**config.mk**
```make
export PLATFORM = sky130hd
export DESIGN_NAME = lidar_scan_packet_parser
export DESIGN_NICKNAME = d
export VERILOG_FILES = /design/src/sv/lsp_pkg.sv /design/src/sv/lsp_parser.sv /design/src/sv/lidar_scan_packet_parser.sv
export SDC_FILE = /design/constraint.sdc
export NUM_CORES = 1
export LEC_CHECK = 0
export BUFFER_PORTS_ARGS = -buffer_cell sky130_fd_sc_hd__buf_2
export CAP_MARGIN = 20
export CORE_MARGIN = 2
export CORE_UTILIZATION = 30
export DETAILED_ROUTE_END_ITERATION = 6
export SLEW_MARGIN = 40
export SYNTH_ARGS = -nofsm -noshare
export SYNTH_HDL_FRONTEND = slang
export SYNTH_SLANG_ARGS = --single-unit
```
**constraint.sdc**
```tcl
create_clock -name clk -period 9.3 [get_ports clk]
set_input_delay 1.395 -clock clk [delete_from_list [all_inputs] [get_ports clk]]
set_output_delay 1.395 -clock clk [all_outputs]
set_load 0.03 [all_outputs]
```
**src/sv/lsp_pkg.sv**
```systemverilog
// shared types and constants for the lidar scan packet parser
`default_nettype none

package lsp_pkg;

	localparam int unsigned BYTE_W = 8;
	localparam int unsigned POS_W = 3;
	localparam int unsigned ANGLE_W = 9;
	localparam int unsigned DIST_W = 14;
	localparam int unsigned QUAL_W = 6;
	localparam int unsigned ANGLE_LOW_W = 7;
	localparam int unsigned BINS_W = 10;

	// index of a byte inside one five-byte packet
	localparam logic [POS_W-1:0] POS_QUALITY = 3'd0;
	localparam logic [POS_W-1:0] POS_ANGLE_LO = 3'd1;
	localparam logic [POS_W-1:0] POS_ANGLE_HI = 3'd2;
	localparam logic [POS_W-1:0] POS_DIST_LO = 3'd3;
	localparam logic [POS_W-1:0] POS_DIST_HI = 3'd4;

	typedef enum logic [1:0] {
		STATUS_POINT = 2'd0,
		STATUS_RANGE = 2'd1,
		STATUS_CHECK = 2'd2
	} status_t;

	typedef struct packed {
		logic hit;
		status_t status;
		logic [ANGLE_W-1:0] angle_deg;
		logic [DIST_W-1:0] distance_mm;
		logic [QUAL_W-1:0] quality;
	} result_t;

endpackage

`default_nettype wire

```
**src/sv/lsp_parser.sv**
```systemverilog
// packet framing state and field decode for one received byte
`default_nettype none

module lsp_parser #(
	parameter int unsigned ANGLE_BINS = 360
) (
	input wire logic clk,
	input wire logic arst_n,
	input wire logic step,
	input wire logic [lsp_pkg::BYTE_W-1:0] rx_byte,
	output lsp_pkg::result_t result
);

	localparam logic [lsp_pkg::BINS_W-1:0] BINS = lsp_pkg::BINS_W'(ANGLE_BINS);

	logic in_packet_q;
	logic [lsp_pkg::POS_W-1:0] byte_position_q;
	logic [lsp_pkg::QUAL_W-1:0] held_quality_q;
	logic [lsp_pkg::ANGLE_LOW_W-1:0] angle_low_bits_q;
	logic [lsp_pkg::ANGLE_W-1:0] angle_bin_q;
	logic [lsp_pkg::BYTE_W-1:0] distance_low_byte_q;

	logic start;
	logic active;
	logic [lsp_pkg::POS_W-1:0] pos;
	logic in_packet_d;
	logic [lsp_pkg::POS_W-1:0] byte_position_d;
	logic ld_quality;
	logic ld_angle_lo;
	logic ld_angle_hi;
	logic ld_dist_lo;

	// a start byte has its two low bits different
	assign start = !in_packet_q && (rx_byte[0] ^ rx_byte[1]);
	assign active = in_packet_q || start;
	assign pos = in_packet_q ? byte_position_q : lsp_pkg::POS_QUALITY;

	always_comb begin
		result = '0;
		result.status = lsp_pkg::STATUS_POINT;
		in_packet_d = in_packet_q;
		byte_position_d = byte_position_q;
		ld_quality = 1'b0;
		ld_angle_lo = 1'b0;
		ld_angle_hi = 1'b0;
		ld_dist_lo = 1'b0;
		if (active) begin
			in_packet_d = 1'b1;
			byte_position_d = pos + lsp_pkg::POS_W'(1);
			case (pos)
				lsp_pkg::POS_QUALITY: begin
					ld_quality = 1'b1;
				end
				lsp_pkg::POS_ANGLE_LO: begin
					if (!rx_byte[0]) begin
						// check bit clear: report and hunt again
						result.hit = 1'b1;
						result.status = lsp_pkg::STATUS_CHECK;
						in_packet_d = 1'b0;
						byte_position_d = lsp_pkg::POS_QUALITY;
					end else begin
						ld_angle_lo = 1'b1;
					end
				end
				lsp_pkg::POS_ANGLE_HI: begin
					ld_angle_hi = 1'b1;
				end
				lsp_pkg::POS_DIST_LO: begin
					ld_dist_lo = 1'b1;
				end
				lsp_pkg::POS_DIST_HI: begin
					result.hit = 1'b1;
					result.status = ({1'b0, angle_bin_q} >= BINS) ?
						lsp_pkg::STATUS_RANGE : lsp_pkg::STATUS_POINT;
					result.angle_deg = angle_bin_q;
					// q2 millimetres to whole millimetres
					result.distance_mm = {rx_byte, distance_low_byte_q[7:2]};
					result.quality = held_quality_q;
					in_packet_d = 1'b0;
					byte_position_d = lsp_pkg::POS_QUALITY;
				end
				default: begin
					in_packet_d = 1'b0;
					byte_position_d = lsp_pkg::POS_QUALITY;
				end
			endcase
		end
	end

	always_ff @(posedge clk or negedge arst_n) begin
		if (!arst_n) begin
			in_packet_q <= 1'b0;
			byte_position_q <= lsp_pkg::POS_QUALITY;
			held_quality_q <= '0;
			angle_low_bits_q <= '0;
			angle_bin_q <= '0;
			distance_low_byte_q <= '0;
		end else if (step) begin
			in_packet_q <= in_packet_d;
			byte_position_q <= byte_position_d;
			if (ld_quality) begin
				held_quality_q <= rx_byte[7:2];
			end
			if (ld_angle_lo) begin
				angle_low_bits_q <= rx_byte[7:1];
			end
			if (ld_angle_hi) begin
				// q6 angle divided by 64
				angle_bin_q <= {rx_byte, angle_low_bits_q[6]};
			end
			if (ld_dist_lo) begin
				distance_low_byte_q <= rx_byte;
			end
		end
	end

endmodule

`default_nettype wire

```
**src/sv/lidar_scan_packet_parser.sv**
```systemverilog
// Parses five-byte scan packets from a rangefinder byte stream, one byte per
// transaction. A byte is registered on acceptance, decoded from that register
// and any result lands in an output register, so the block takes one byte
// every cycle while the result side is not stalled. Each packet gives
// exactly one result: a point, an angle at or above ANGLE_BINS, or a check
// bit failure, after which the parser hunts for the next start byte.
`default_nettype none

module lidar_scan_packet_parser #(
	parameter int unsigned ANGLE_BINS = 360
) (
	input wire logic clk,
	input wire logic arst_n,
	input wire logic rx_valid,
	output logic rx_stall,
	input wire logic [lsp_pkg::BYTE_W-1:0] rx_byte,
	output logic res_valid,
	input wire logic res_stall,
	output logic [1:0] status,
	output logic [lsp_pkg::ANGLE_W-1:0] angle_deg,
	output logic [lsp_pkg::DIST_W-1:0] distance_mm,
	output logic [lsp_pkg::QUAL_W-1:0] quality
);

	logic valid_s1;
	logic [lsp_pkg::BYTE_W-1:0] rx_byte_s1;
	logic res_valid_q;
	lsp_pkg::result_t res_q;
	lsp_pkg::result_t result;
	logic out_blocked;
	logic step;

	assign out_blocked = res_valid_q && res_stall;
	assign step = valid_s1 && !out_blocked;
	assign rx_stall = valid_s1 && out_blocked;

	always_ff @(posedge clk or negedge arst_n) begin
		if (!arst_n) begin
			valid_s1 <= 1'b0;
		end else if (!rx_stall) begin
			valid_s1 <= rx_valid;
		end
	end

	always_ff @(posedge clk) begin
		if (!rx_stall) begin
			rx_byte_s1 <= rx_byte;
		end
	end

	lsp_parser #(
		.ANGLE_BINS(ANGLE_BINS)
	) u_parser (
		.clk(clk),
		.arst_n(arst_n),
		.step(step),
		.rx_byte(rx_byte_s1),
		.result(result)
	);

	always_ff @(posedge clk or negedge arst_n) begin
		if (!arst_n) begin
			res_valid_q <= 1'b0;
		end else if (step && result.hit) begin
			res_valid_q <= 1'b1;
		end else if (!res_stall) begin
			res_valid_q <= 1'b0;
		end
	end

	always_ff @(posedge clk) begin
		if (step && result.hit) begin
			res_q <= result;
		end
	end

	assign res_valid = res_valid_q;
	assign status = res_q.status;
	assign angle_deg = res_q.angle_deg;
	assign distance_mm = res_q.distance_mm;
	assign quality = res_q.quality;

endmodule

`default_nettype wire

```
* After elaboration in Yosys (flattened, before gate mapping)
Cells that the tools add are included.
Word-level totals: register bits 75, input port bits 12, output and inout port bits 33
Operators by class: add/sub/neg operators 1, order comparisons 1, equality and inequality tests 5, muxes and demuxes 20, bitwise gates (word level) 1, reductions and logical operators 16
Operators by type and width (count):
- $mux W32 | 1
- $mux W29 | 1
- $mux W1 | 12
- $pmux W3 S2 | 2
- $reduce_and A2 Y1 | 6
- $ge A9 B9 Y1 const B | 1
- $mux W3 | 3
- $eq A3 B2 Y1 const B | 2
- $logic_and A1 B1 Y1 | 5
- $add A3 B1 Y3 const B | 1
- $eq A3 B1 Y1 const B | 1
- $eq A3 B3 Y1 const B | 1
- $logic_not A3 Y1 | 1
- $reduce_or A3 Y1 | 1
- $logic_not A1 Y1 | 2
- $ne A2 B1 Y1 const B | 1
- $pmux W1 S2 | 1
- $logic_or A1 B1 Y1 | 1
- $xor A1 B1 Y1 | 1

* Logic depth before layout (Yosys ltp)
word-level depth 6, depth in mapped cells 9

* Hierarchy
From an unflattened synthesis, not the netlist that was laid out.
Second synthesis, totals: cell total of the unflattened synthesis 168, area total of the unflattened synthesis 2631.3 um^2
By module, submodules not included:
- lsp_parser | times used 1, cells an instance 119, area each 1372.6 um^2, sequential area each 650.6 um^2
- lidar_scan_packet_parser | times used 1, cells an instance 49, area each 1258.7 um^2, sequential area each 1221.2 um^2

* Least setup slack after synthesis
Ideal clock, no wire load.
path kind in2reg, start point input res_stall, end point register res_q, in the netlist angle_deg[0] (enable), setup time 0.420 ns, data arrival time 3.202 ns, required time 8.880 ns, setup slack 5.677 ns, stages 3, path through a21bo_2 > o21bai_2 > nor2_1
Between the ends: word-level cells in the longest chain between the ends 4
RTL lines:
- start: declaration | line lidar_scan_packet_parser.sv:18 | input wire logic res_stall,
- $logic_and A1 B1 Y1 | line lidar_scan_packet_parser.sv:33 | assign out_blocked = res_valid_q && res_stall;
- $logic_not A1 Y1 | line lidar_scan_packet_parser.sv:34 | assign step = valid_s1 && !out_blocked;
- $logic_and A1 B1 Y1 | line lidar_scan_packet_parser.sv:34
- $logic_and A1 B1 Y1 | line lidar_scan_packet_parser.sv:72 | if (step && result.hit) begin
- end signal: assignment | line lidar_scan_packet_parser.sv:73 | res_q <= result;
- end: declaration | line lidar_scan_packet_parser.sv:28 | lsp_pkg::result_t res_q;
Every way passes these cells. A chain may end at the register's enable or synchronous reset.

* Worst setup path after layout
start point input res_stall, end point output rx_stall
Between the ends: word-level cells in the longest chain between the ends 2
RTL lines:
- $logic_and A1 B1 Y1 | line lidar_scan_packet_parser.sv:33
- $logic_and A1 B1 Y1 | line lidar_scan_packet_parser.sv:35 | assign rx_stall = valid_s1 && out_blocked;
- end: declaration | line lidar_scan_packet_parser.sv:15 | output logic rx_stall,
Every way passes these cells.

==> results.md <==
* Finished Core Util at 0.3684
* Syn-to-layout area delta at 20.99%
* Final wirelength at 4552 um
* Cells after DPL at 319
* Crit share post-route at 0.3821
* DRC Markers at 0
* Crit path cell chain: buf_2 > nand3_1 > inv_1 > buf_2
* Fin. Hold Viols at 0
* Sequential area share after synthesis at 0.7154
* Post-synth cell types at 27
* Total GRT Usage at 0.1061
* Setup violators final at 0
* Nets at 239
* CP dominant cell by count: buf_2
* Number of synthesized flops with an enable pin at 39
* Commonest cells post-synth: edfxtp_1, and2_1, dfrtp_1, mux2_2, nand2_1
* Initial Util at 0.3045
* Register area at 1872 um^2
* Gp weighted congestion at 0.8169
* # diodes at 0
* FFs w/ async S/R, synth at 0.4179
* Vias at 1,492
* Placed standard-cell area at 2965 um^2
* Fin crit period at 3.554 ns
* Synthesized net count at 187
* Global-route wire length before repair at 7555 um
* Syn_area_per_cell at 15.39 um^2
* Highest routed layer: met4
* Clock-pin slew on the worst setup and hold paths at 0.07 ns
* Worst-margin pin slew at 0.6387 ns
* R2R depth at 6
* Clk sinks at 67
* Unrepaired setup endpoints after global routing: no
* Leakage at 1.413 nW
* CTS tree: done
* Post-synth top area share at 0.4476
* Filler cell count at 840
* Inserted Clock Buffers at 9
* Slew HR at 0.5742
* VDD IR max at 0.1344 mV
* Number of nets with antenna violations after routing at 0
* Pwr/cell area at 254.2 nW/um^2
* Die Y at 97.39 um
* Slowest stage delay, CP at 0.33 ns
* Multi-input logic area at 709.4 um^2
* Fmax at 281.4 MHz
* CTS H-Tree Depth at 3
* Hold Slack at 0.4893 ns
* Synth Warn # at 0
* Total grt overflow at 0
* CTS resizes at 0
* Hold buffers post-CTS at 0
* Core area at 8593 um^2
* Crit path max-delay family: buffers and inverters
* Setup Buffers After CTS at 0
* Worst Path Buf+Inv at 3
* Initial antenna violation count at 0
* Post-Syn Instances at 170
* Met2 WL post-DR at 1991 um
* Iteration-0 DRC Markers at 75
* Fin cells at 335
* WL per Instance at 13.59 um
* Final instance area at 3166 um^2
* Die width at 97.39 um
* Outcome: complete, no violations
* Length of routed wiring on met1 at 2156 um
* Share of layout cells above drive strength 1 at 0.3744
* Vias per std cell at 4.454
* IO Pins at 45
* Synth Register Bits at 67
* Latest clock arrival within the worst-skew pair at 0.35 ns
* Count leader, synth: edfxtp_1
* Worst setup SP type: input port
* Number of buffers on the longest clock path at 2
* Hold depth at 2
* Vias in the first global route at 1,455
* CP endpoint kind: primary output
* Dominant cell type by area after synthesis: edfxtp_1
* PortBufs at 44
* Met3 wire length at 301 um
* Worst hold path type: reg -> reg
* Max_cap viols at 0
* Ys flop type: edfxtp_1
* Full die area at 9484 um^2
* Mapped Area at 2616 um^2
* Clock root buffer: clkbuf_8
* Max Slew Vio Count at 0
* Critical Path RT at 7.91 ns
* Fin Setup TNS at 0 ns
* Worst Path Arrival at 2.16 ns
* Row cnt at 34
* Crit path max fanout at 10
* Largest net degree at the start of global routing at 30
* Post-DP HPWL at 3181 um
* Critical path depth at 4
* Clock skew at 0.007148 ns
* Area contributors post-synth: edfxtp_1, dfrtp_1, mux2_2
* DRT Pass-1 Iters at 4
* Kind of critical path: in -> out
* CP max-delay cell: nand3_1
[layout make-up]
class                      instances  area share
sequential                        67      0.5913
multi-input combinational         93      0.2241
timing repair buffer              45     0.07194
tap                              108     0.04269
clock buffer                       9     0.03913
clock inverter                     7     0.02372
inverter                           6    0.007115
[layer usage]
metal	vias up	global-route usage
li1	706	-
met1	738	0.1388
met2	39	0.1454
met3	9	0.05540
met4	0	0.04808
met5	-	0
[registers in the layout, summed over array words and instances (netlist names)]
name,count
status,2
rx_byte_s1,8
u_parser.byte_position_q,3
angle_deg,9
u_parser.distance_low_byte_q,6
u_parser.angle_low_bits_q,1
u_parser.held_quality_q,6
distance_mm,14
u_parser.angle_bin_q,9
quality,6
u_parser.in_packet_q,1
valid_s1,1
res_valid,1
[where the power goes]
part	switching, W	total (W)	internal [W]
Clock	0.000114	0.000239	0.000125
Sequential	0.0000378	0.000419	0.000381
Combinational	0.0000814	0.000147	0.0000655
[path summary, 6_finish.rpt]
path / end / from / slack, ns
worst max-delay path: rx_stall / res_stall / 5.75
worst min-delay path: u_parser.byte_position_q[1] / u_parser.byte_position_q[1] / 0.49
worst max register to register: distance_mm[4] / u_parser.in_packet_q / 6.66
worst min register to register: u_parser.byte_position_q[1] / u_parser.byte_position_q[1] / 0.49
max in group asynchronous: u_parser.byte_position_q[2] / arst_n / 7.82
min in group asynchronous: u_parser.angle_bin_q[8] / arst_n / 1.07
[metrics by stage]
stage                     setup WS [ns]  total power [W]
final                             5.746        0.0008047
after CTS                         5.723        0.0008145
after global placement            5.753        0.0005677
after detailed placement          5.733        0.0005729
after global routing              5.662        0.0008538
after floorplan                   5.677        0.0005279
[tightest hold or removal path: cells and delay by family, from the launching register on]
kind / cells / cell delay, ns
compound gates: 1 / 0.06
simple gates: 1 / 0.04
flops: 1 / 0.34
[cells in the final DEF (no fill, tap or decap), types with 2 or more instances in the layout]
cell,n
buf_2,44
edfxtp_1,39
and2_1,29
dfrtp_1,28
mux2_2,18
nand2_1,12
clkbuf_8,9
inv_1,6
o21ai_0,5
ha_1,5
mux2_1,4
nand3_1,3
and3_1,2
clkinv_4,2
inv_6,2
clkinv_2,2
[cell families (layout without fill, tap and decap cells)]
| kind of cell | after synthesis | after routing | share of synthesized area |
|---|---|---|---|
| flip-flops | 67 | 67 | 0.7154 |
| buffers and inverters | 10 | 67 | 0.01482 |
| multiplexers | 22 | 22 | 0.09469 |
| AND/OR/NAND/NOR | 52 | 52 | 0.1114 |
| AO/OA/AOI/OAI | 13 | 13 | 0.03635 |
| adder cells (fa/ha/maj) | 5 | 5 | 0.02391 |
| XOR/XNOR | 1 | 1 | 0.003348 |
(Power assumes the default switching activity.)
